===== src/sv/iest_pkg.sv =====
package iest_pkg;

    localparam int FIFO_DEPTH_DEF = 64;
    localparam int KEY_COUNT_DEF  = 256;

    localparam int OP_W       = 3;
    localparam int CODE_W     = 8;
    localparam int POS_W      = 16;
    localparam int BTN_W      = 8;

    localparam int S_TDATA_W  = 48;
    localparam int S_TUSER_W  = OP_W;
    localparam int M_TDATA_W  = 56;
    localparam int M_USED_W   = 2 * CODE_W + 2 * POS_W + 3;

    typedef enum logic [OP_W-1:0] {
        OP_KEY_DOWN = 3'd0,
        OP_KEY_UP   = 3'd1,
        OP_CURSOR   = 3'd2,
        OP_BTN_DOWN = 3'd3,
        OP_BTN_UP   = 3'd4,
        OP_POP      = 3'd5,
        OP_CLEAR    = 3'd6,
        OP_INVALID  = 3'd7
    } op_t;

endpackage


===== src/sv/input_event_state_tracker_core.sv =====
// Channel  Direction  Handshake         Payload
// s_       in         s_tvalid/tready   s_tuser: operation; s_tdata: key, cursor, buttons
// m_       out        m_tvalid/tready   m_tdata: pop result, key state, cursor, buttons, error
//
// One item per cycle sustained while m_tready is high; each accepted item passes
// through the input register, then the result register, which drives m_tdata.
// The key FIFO is a one-write, one-read memory whose head entry is read ahead
// into a register every cycle, so a pop takes the head from that register.
// Reset (aresetn low, synchronous) clears the key map, pointers, cursor and
// buttons; the FIFO memory itself is not cleared.
// While m_tready is low the result register holds and one more item is taken.
module input_event_state_tracker_core #(
    parameter int FIFO_DEPTH = iest_pkg::FIFO_DEPTH_DEF,
    parameter int KEY_COUNT  = iest_pkg::KEY_COUNT_DEF
) (
    input  logic                            aclk,
    input  logic                            aresetn,
    input  logic                            s_tvalid,
    output logic                            s_tready,
    // scancode[7:0], pos_x[23:8], pos_y[39:24], button_bits[47:40]
    input  logic [iest_pkg::S_TDATA_W-1:0]  s_tdata,
    // operation[2:0]
    input  logic [iest_pkg::S_TUSER_W-1:0]  s_tuser,
    output logic                            m_tvalid,
    input  logic                            m_tready,
    // popped_key[7:0], popped_valid[8], key_is_down[9], pointer_x[25:10],
    // pointer_y[41:26], buttons[49:42], bad_operation[50], zero[55:51]
    output logic [iest_pkg::M_TDATA_W-1:0]  m_tdata
);
    import iest_pkg::*;

    localparam int PTR_W = (FIFO_DEPTH > 1) ? $clog2(FIFO_DEPTH) : 1;
    localparam int KEY_W = (KEY_COUNT > 1) ? $clog2(KEY_COUNT) : 1;

    function automatic logic [PTR_W-1:0] ring_next(input logic [PTR_W-1:0] p);
        logic [PTR_W-1:0] n;
        n = (p == PTR_W'(FIFO_DEPTH - 1)) ? '0 : p + PTR_W'(1);
        return n;
    endfunction

    logic [CODE_W-1:0]       ring_mem [FIFO_DEPTH];
    logic [CODE_W-1:0]       head_reg;

    logic                    s1_valid_reg, s1_valid_next;
    op_t                     s1_op_reg;
    logic [CODE_W-1:0]       s1_code_reg;
    logic [POS_W-1:0]        s1_x_reg, s1_y_reg;
    logic [BTN_W-1:0]        s1_bits_reg;

    logic [KEY_COUNT-1:0]    map_reg, map_next;
    logic [PTR_W-1:0]        rptr_reg, rptr_next;
    logic [PTR_W-1:0]        wptr_reg, wptr_next;
    logic [POS_W-1:0]        cur_x_reg, cur_x_next;
    logic [POS_W-1:0]        cur_y_reg, cur_y_next;
    logic [BTN_W-1:0]        btn_reg, btn_next;

    logic                    out_valid_reg, out_valid_next;
    logic [M_TDATA_W-1:0]    out_data_reg, out_data_next;

    logic                    advance;
    logic                    in_map;
    logic [KEY_W-1:0]        key_idx;
    logic                    wr_en;
    logic [CODE_W-1:0]       popped;
    logic                    popped_valid;
    logic                    bad;
    logic                    key_down;

    assign advance  = s1_valid_reg && (!out_valid_reg || m_tready);
    assign s_tready = !s1_valid_reg || advance;
    assign m_tvalid = out_valid_reg;
    assign m_tdata  = out_data_reg;

    assign in_map  = {1'b0, s1_code_reg} < (CODE_W + 1)'(KEY_COUNT);
    assign key_idx = s1_code_reg[KEY_W-1:0];

    always_comb begin
        map_next     = map_reg;
        rptr_next    = rptr_reg;
        wptr_next    = wptr_reg;
        cur_x_next   = cur_x_reg;
        cur_y_next   = cur_y_reg;
        btn_next     = btn_reg;
        wr_en        = 1'b0;
        popped       = '0;
        popped_valid = 1'b0;
        bad          = 1'b0;
        if (advance) begin
            unique case (s1_op_reg)
                OP_KEY_DOWN: begin
                    if (in_map) begin
                        map_next[key_idx] = 1'b1;
                    end
                    wr_en     = 1'b1;
                    wptr_next = ring_next(wptr_reg);
                    if (wptr_next == rptr_reg) begin
                        rptr_next = ring_next(rptr_reg);
                    end
                end
                OP_KEY_UP: begin
                    if (in_map) begin
                        map_next[key_idx] = 1'b0;
                    end
                end
                OP_CURSOR: begin
                    cur_x_next = s1_x_reg;
                    cur_y_next = s1_y_reg;
                end
                OP_BTN_DOWN: begin
                    btn_next = btn_reg | s1_bits_reg;
                end
                OP_BTN_UP: begin
                    btn_next = btn_reg & ~s1_bits_reg;
                end
                OP_POP: begin
                    if (rptr_reg != wptr_reg) begin
                        popped       = head_reg;
                        popped_valid = 1'b1;
                        rptr_next    = ring_next(rptr_reg);
                    end
                end
                OP_CLEAR: begin
                    map_next   = '0;
                    cur_x_next = '0;
                    cur_y_next = '0;
                    btn_next   = '0;
                end
                OP_INVALID: begin
                    bad = 1'b1;
                end
            endcase
        end
        key_down      = in_map ? map_next[key_idx] : 1'b0;
        out_data_next = {(M_TDATA_W - M_USED_W)'(0), bad, btn_next, cur_y_next, cur_x_next,
                         key_down, popped_valid, popped};
    end

    always_comb begin
        s1_valid_next = s1_valid_reg;
        if (s_tready) begin
            s1_valid_next = s_tvalid;
        end
        out_valid_next = out_valid_reg;
        if (advance) begin
            out_valid_next = 1'b1;
        end else if (m_tready) begin
            out_valid_next = 1'b0;
        end
    end

    always_ff @(posedge aclk) begin
        if (!aresetn) begin
            s1_valid_reg  <= 1'b0;
            out_valid_reg <= 1'b0;
            map_reg       <= '0;
            rptr_reg      <= '0;
            wptr_reg      <= '0;
            cur_x_reg     <= '0;
            cur_y_reg     <= '0;
            btn_reg       <= '0;
        end else begin
            s1_valid_reg  <= s1_valid_next;
            out_valid_reg <= out_valid_next;
            map_reg       <= map_next;
            rptr_reg      <= rptr_next;
            wptr_reg      <= wptr_next;
            cur_x_reg     <= cur_x_next;
            cur_y_reg     <= cur_y_next;
            btn_reg       <= btn_next;
        end
    end

    always_ff @(posedge aclk) begin
        if (s_tvalid && s_tready) begin
            s1_op_reg   <= op_t'(s_tuser[OP_W-1:0]);
            s1_code_reg <= s_tdata[7:0];
            s1_x_reg    <= s_tdata[23:8];
            s1_y_reg    <= s_tdata[39:24];
            s1_bits_reg <= s_tdata[47:40];
        end
        if (advance) begin
            out_data_reg <= out_data_next;
        end
    end

    // read ahead the entry at the next read pointer; forward a same-cycle write
    always_ff @(posedge aclk) begin
        if (wr_en) begin
            ring_mem[wptr_reg] <= s1_code_reg;
        end
        if (wr_en && (wptr_reg == rptr_next)) begin
            head_reg <= s1_code_reg;
        end else begin
            head_reg <= ring_mem[rptr_next];
        end
    end

endmodule


===== config.mk =====
export PLATFORM = sky130hd
export DESIGN_NAME = input_event_state_tracker_core
export DESIGN_NICKNAME = d
export VERILOG_FILES = /design/src/sv/iest_pkg.sv /design/src/sv/input_event_state_tracker_core.sv
export SDC_FILE = /design/constraint.sdc
export NUM_CORES = 1
export LEC_CHECK = 0
export BUFFER_PORTS_ARGS = -buffer_cell sky130_fd_sc_hd__buf_2
export CAP_MARGIN = 20
export CELL_PAD_IN_SITES_DETAIL_PLACEMENT = 0
export CELL_PAD_IN_SITES_GLOBAL_PLACEMENT = 1
export CORE_MARGIN = 10
export CORE_UTILIZATION = 52
export CTS_CLUSTER_DIAMETER = 100
export CTS_CLUSTER_SIZE = 40
export DETAILED_ROUTE_END_ITERATION = 10
export GPL_TIMING_DRIVEN = 0
export PLACE_DENSITY_LB_ADDON = 0.1
export SYNTH_ARGS = -nofsm -noshare
export SYNTH_HDL_FRONTEND = slang
export SYNTH_SLANG_ARGS = --single-unit

===== constraint.sdc =====
create_clock -name aclk -period 4.7 [get_ports aclk]
set_input_delay 0.47 -clock aclk [delete_from_list [all_inputs] [get_ports aclk]]
set_output_delay 0.47 -clock aclk [all_outputs]
set_load 0.1 [all_outputs]

* Word-level counts from Yosys, hierarchy flattened *
Memories as Yosys holds them, arrays and structs flattened. A register that Yosys moved wholly into a read port is not among the register bits.
Cells that the tools add are included.

storage, ports and cells
  bits in registers = 412
  bits in latches = 0
  memory bits (writable) = 512
  ROM bits = 0
  input bits = 55
  output and inout port bits = 58
  logic and storage cells = 75
  memories = 1

memory list
  name      words  bits a word  read ports  clocked after memory_dff  wr ports  line                                  RTL
  ring_mem  64     8            1           1                         1         input_event_state_tracker_core.sv:41  logic [CODE_W-1:0] ring_mem [FIFO_DEPTH];

cells by class
  add/subtract/negate cells = 2
  $mul = 0
  divide/modulo/power cells = 0
  $lt $le $gt $ge = 2
  equality and inequality tests = 11
  shift operators = 0
  mux-type cells = 26
  bitwise gates (word level) = 6
  reduce and logical (&&, ||, !) cells = 11

operators with widths
  kind                                                                    number
  256-bit case mux with 3 select lines                                    1
  256-bit AND                                                             1
  256-bit two-way mux                                                     1
  256-bit inverter                                                        1
  256-bit bitwise OR                                                      1
  16-bit case mux with 2 select lines                                     2
  16-bit two-way mux                                                      2
  6-bit two-way mux                                                       5
  8-bit case mux with 3 select lines                                      1
  6-bit by 1-bit adder with 6-bit output (second input constant)          2
  3-bit equality test (second input constant)                             4
  6-bit equality test (second input constant)                             2
  6-bit case mux with 2 select lines                                      1
  1-bit two-way mux                                                       10
  8-bit by 9-bit < comparator with 1-bit output (second input constant)   1
  8-bit AND                                                               1
  1-bit binary-select mux with 8-bit select                               1
  1-bit demux with 8-bit select                                           1
  8-bit by 1-bit >= comparator with 1-bit output (second input constant)  1
  8-bit two-way mux                                                       1
  8-bit inverter                                                          1
  8-bit bitwise OR                                                        1
  3-bit by 2-bit equality test with 1-bit output (second input constant)  2
  6-bit equality test                                                     1
  other kinds (8)                                                         13

* Longest topological paths before layout *
  depth after elaboration = 10
  depth in mapped cells = 14
  depth with buffers taken out = 10

* Worst setup path after synthesis *
Ideal clock, no wire load.

  path type = reg-to-reg
  from = register s1_code_reg[2], in the netlist key_idx[2]
  to = register out_data_reg[9], in the netlist m_tdata[9] (data pin)
  setup time = 0.278 ns
  data arrival time = 3.446 ns
  data required time = 4.422 ns
  slack = 0.976 ns
  cell stages (with the launch flop) = 11
  path buffers = 4
  clock period less this slack = 3.724 ns
  cell sequence = edfxtp_1 -> buf_2 -> buf_2 -> and4bb_1 -> buf_4 -> clkbuf_1 -> a2111o_1 -> a2111oi_4 -> nand3_1 -> a2111oi_2 -> o2111ai_1

on the way
  longest elaborated chain between the ends = 10
  elaborated cells between the ends (all ways) = 12
  those cells by class = order compare: 2; mux: 6; bitwise: 3; reduce/logical: 1

RTL lines
  item                                                                                                                                   line                                                                         RTL
  start, declared                                                                                                                        input_event_state_tracker_core.sv:46                                         logic [CODE_W-1:0] s1_code_reg;
  start signal, assigned                                                                                                                 input_event_state_tracker_core.sv:176                                        s1_code_reg <= s_tdata[7:0];
  8-bit by 9-bit < comparator with 1-bit output (not written as such) or 8-bit by 1-bit >= comparator with 1-bit output (tied branches)  input_event_state_tracker_core.sv:92, input_event_state_tracker_core.sv:102
  1-bit logical AND (not written as such)                                                                                                input_event_state_tracker_core.sv:92, input_event_state_tracker_core.sv:102
  1-bit two-way mux (not written as such)                                                                                                input_event_state_tracker_core.sv:92, input_event_state_tracker_core.sv:102
  1-bit demux with 8-bit select                                                                                                          input_event_state_tracker_core.sv:92, input_event_state_tracker_core.sv:102
  256-bit inverter (no line)                                                                                                             n/a
  256-bit AND (no line)                                                                                                                  n/a
  256-bit case mux with 3 select lines                                                                                                   input_event_state_tracker_core.sv:89                                         unique case (s1_op_reg)
  256-bit two-way mux                                                                                                                    input_event_state_tracker_core.sv:88                                         if (advance) begin
  1-bit binary-select mux with 8-bit select *                                                                                            input_event_state_tracker_core.sv:133                                        key_down = in_map ? map_next[key_idx] : 1'b0;
  1-bit two-way mux (not written as such) *                                                                                              input_event_state_tracker_core.sv:133
  via key_down                                                                                                                           input_event_state_tracker_core.sv:67                                         logic key_down;
  end signal, assigned                                                                                                                   input_event_state_tracker_core.sv:182                                        out_data_reg <= out_data_next;
  end, declared                                                                                                                          input_event_state_tracker_core.sv:58                                         logic [M_TDATA_W-1:0] out_data_reg, out_data_next;

Mark *: on every way through the listed nets, which the timed path passes. The rest lies on a longest branch. The select of a mux whose other input is x is not followed.
A chain may end at the register's enable or synchronous reset.

* Worst setup path after layout *
  from = register s1_op_reg[2]
  to = register out_data_reg[9], in the netlist m_tdata[9] (data pin)

on the way
  longest elaborated chain between the ends = 5
  elaborated cells between the ends (all ways) = 7
  those cells by class = eq/ne: 2; mux: 4; reduce/logical: 1

RTL lines
  item                                               line                                   RTL
  start, declared                                    input_event_state_tracker_core.sv:45   op_t s1_op_reg;
  start signal, assigned                             input_event_state_tracker_core.sv:175  s1_op_reg <= op_t'(s_tuser[OP_W-1:0]);
  3-bit equality test, or another cell as far along  input_event_state_tracker_core.sv:89
  256-bit case mux with 3 select lines *             input_event_state_tracker_core.sv:89
  256-bit two-way mux *                              input_event_state_tracker_core.sv:88
  1-bit binary-select mux with 8-bit select *        input_event_state_tracker_core.sv:133
  1-bit two-way mux (not written as such) *          input_event_state_tracker_core.sv:133
  via key_down                                       input_event_state_tracker_core.sv:67

Marks and branches as above.

==> flow_summary.json <==
{
  "fin_hold_ws_ns": 0.0202,
  "power_frac_comb": 0.082,
  "power_switching_mw": 3.76,
  "synth_edf_count": 614,
  "total_power_mw": 14.7,
  "multi_input_area_um2": 14600,
  "port_buffers": 106,
  "switching_share": 0.256,
  "ant_nets": 0,
  "fp.coreArea_um2": 77500,
  "worstMarginPinSlew_ns": 1.35,
  "syn_avg_cell_area_um2": 12.4,
  "numCtsBuffers": 38,
  "avgViaCountPerCell": 6.78,
  "grt_pass1_vias": 29754,
  "rsz0062_at_grt": "no",
  "setup_violations": 1,
  "seq_area_frac_synth": 0.610,
  "worstPathRequired_ns": 5.11,
  "dieArea_um2": 89700,
  "p_seq_frac": 0.599,
  "cts.sinks": 930,
  "cts_root_buf": "clkbuf_16",
  "synthArstFlopShare": 0,
  "cts_tree": "built",
  "synth_cell_type_count": 91,
  "overflow": 0,
  "fin_crit_ns": 4.87,
  "hpwl_mm": 109,
  "clk_pin_slew_ns": 0.13,
  "grt_pass1_wl_mm": 222,
  "clk_latency_ns": 0.64,
  "grt_start_max_net_pins": 42,
  "firstDrtPassIters": 6,
  "period_share": 1.04,
  "startpoint_type": "register",
  "worstPathArrival_ns": 5.27,
  "largest_reg_flops": 512,
  "nNetsFinal": 3571,
  "place_congestion": 1.03,
  "fin_skew_ns": 0.0321,
  "cp_max_fo": 10,
  "synth_seq_cells": 930,
  "seqCellArea_um2": 24800,
  "clkPwrFrac": 0.319,
  "dieHeight_um": 299,
  "ir_worst_vdd_mv": 0.355,
  "drtIter0Drc": 4938,
  "synth_top_area_share": 0.454,
  "outcome": "finished with violations",
  "synthTopCellsByArea": "edfxtp_1 (45%), dfxtp_1 (16%), mux4_2 (9.5%)",
  "htreeDepth": 2,
  "drc": 0,
  "cp-end-kind": "register",
  "clock.fmax_mhz": 206,
  "drive_gt1_frac": 0.168,
  "routed_wl_mm": 158,
  "clock_path_buffers": 3,
  "netlist_instances": 3266,
  "grt_util_all_layers": 0.344,
  "violations": "setup timing",
  "finalHoldViolations": 0,
  "vias": 31091,
  "rows": 102,
  "power_density_nw_per_um2": 322,
  "n_fill_cell": 6272,
  "io_pins": 113,
  "syn_to_final_growth_pct": 12.0,
  "p_int_mw": 10.9,
  "die_w_um": 299,
  "finalSetupTns_ns": -0.166,
  "worstHoldPathType": "in -> reg",
  "p_leak_nw": 14.9,
  "ys.flop_type": "edfxtp_1",
  "fin_ws_ns": -0.166,
  "start_util": 0.524,
  "synth_top_area_cell": "edfxtp_1",
  "slew_viol_final": 0,
  "syn_area_um2": 40600,
  "yosysWarnings": 0,
  "maxCapViolations": 0,
  "antenna_found_initial": 14,
  "slew_headroom": 0.102,
  "wire_per_inst_um": 34.5,
  "worstSetupPathType": "reg -> reg"
}
[stage by stage]
| step | instances | utilization | cell area, um^2 | setup slack (ns) |
|---|---|---|---|---|
| CTS | 4571 | 0.583 | 45200 | -0.282 |
| finish | 4586 | 0.587 | 45500 | -0.166 |
| floorplan | 3270 | - | 40600 | 0.976 |
| global placement | 4416 | 0.548 | 42500 | -2.60 |
| detailed placement | 4453 | 0.558 | 43200 | -1.26 |
| global route | 4584 | 0.587 | 45500 | 0.00444 |
[area by class of cell]
class | count | area share
inverters | 10 | 0.000825
flip-flops and latches | 930 | 0.545
clock buffers | 50 | 0.0233
diodes | 2 | 0.000110
clock inverters | 20 | 0.00781
plain buffers | 319 | 0.0329
well taps | 1040 | 0.0286
repair buffers | 209 | 0.0413
multi-input cells | 2006 | 0.321
[cell families (layout without fill, tap and decap cells)]
logic type      count (synthesis)  after routing  synth area share
compound gates               1047           1047             0.146
xor+xnor                       17             17           0.00367
fa+ha+maj                       2              2          0.000616
buf+inv                       334            608            0.0358
flops                         930            930             0.610
mux                           183            183            0.0979
other cells                     1              7         0.0000923
simple gates                  752            752             0.107
[synthesized netlist by cell type (all sizes together) (7+ instances only)]
master and number:
and4b 8, a2111oi 15, nor4b 9, and3 7, nand3 40, mux2i 9, o211ai 19, or2 10
nand2b 42, a21boi 22, clkbuf 208, edfxtp 614, and2 274, dfxtp 316, a211oi 9, a31oi 13
nand4 17, a311oi 8, o31ai 9, xor2 7, a21oi 324, nor2 101, a22oi 23, xnor2 10
inv 10, nor3 22, mux4 171, o221ai 7, o21a 10, or3 11, nand2 135, nor2b 33
o21ai 519, buf 116, nor4 8
[worst max-delay path: stages, from the launching register on]
cell,delay [ns]
edfxtp_1,0.39
buf_4,0.18
and3b_4,0.20
o211ai_4,0.35
buf_6,0.20
clkdlybuf4s15_1,0.82
clkbuf_1,0.85
o21ai_0,0.26
o21ai_0,0.18
nor2_1,0.08
o32ai_1,0.26
a211oi_1,0.15
o22a_1,0.32
o2111ai_2,0.36
[worst paths after layout]
| kind | startpoint | endpoint | slack [ns] | cells past startpoint |
|---|---|---|---|---|
| setup / recovery | s1_op_reg[2] | m_tdata[9] | -0.17 | 13 |
| setup reg to reg | s1_op_reg[2] | m_tdata[9] | -0.17 | 13 |
| hold reg to reg | map_reg[236] | map_reg[236] | 0.50 | 2 |
| hold / removal | s_tdata[38] | s1_y_reg[14] | 0.02 | 1 |
[layout by cell type, fill, tap and decap left out, types with 11 or more instances in the layout]
cell type      count
edfxtp_1         614
o21ai_0          507
a21oi_1          324
dfxtp_1          316
and2_1           273
clkbuf_1         188
mux4_2           171
buf_2            158
nand2_1          131
nor2_1            91
buf_4             56
nand2b_1          42
clkbuf_16         41
nand3_1           40
nor2b_1           33
dlygate4sd3_1     30
buf_1             24
clkbuf_2          24
a22oi_1           23
a21boi_0          22
nor3_1            19
o211ai_1          18
buf_16            18
nand4_1           17
buf_8             15
a31oi_1           13
o21ai_1           12
or3_1             11
[metal layers]
layer / wire length (um) / vias to the layer above / GRT usage
li1: - / 12750 / -
met1: 59900 / 15502 / 0.462
met2: 68200 / 2295 / 0.509
met3: 20500 / 540 / 0.0974
met4: 9600 / 4 / 0.172
met5: 27 / - / 0
[power groups by stage]
stage / Clock [mW] / Sequential (mW) / Combinational, mW
floorplan: 0 / 9.12 / 0.405
global placement: 0 / 9.04 / 0.940
detailed placement: 0 / 8.98 / 1.06
CTS: 4.69 / 8.78 / 1.12
global route: 4.96 / 8.78 / 1.21
finish: 4.68 / 8.78 / 1.21
[timing repair]
| item | 4_1_cts | 5_1_grt |
|---|---|---|
| pin swaps | 4 | 2 |
| resized for setup | 48 | 69 |
| hold buffers | 29 | 1 |
| buffers inserted | 19 | 10 |
| endpoints found under the hold margin | 29 | 1 |
| endpoints found under the setup margin | 115 | 1 |
(Power assumes the default switching activity.)
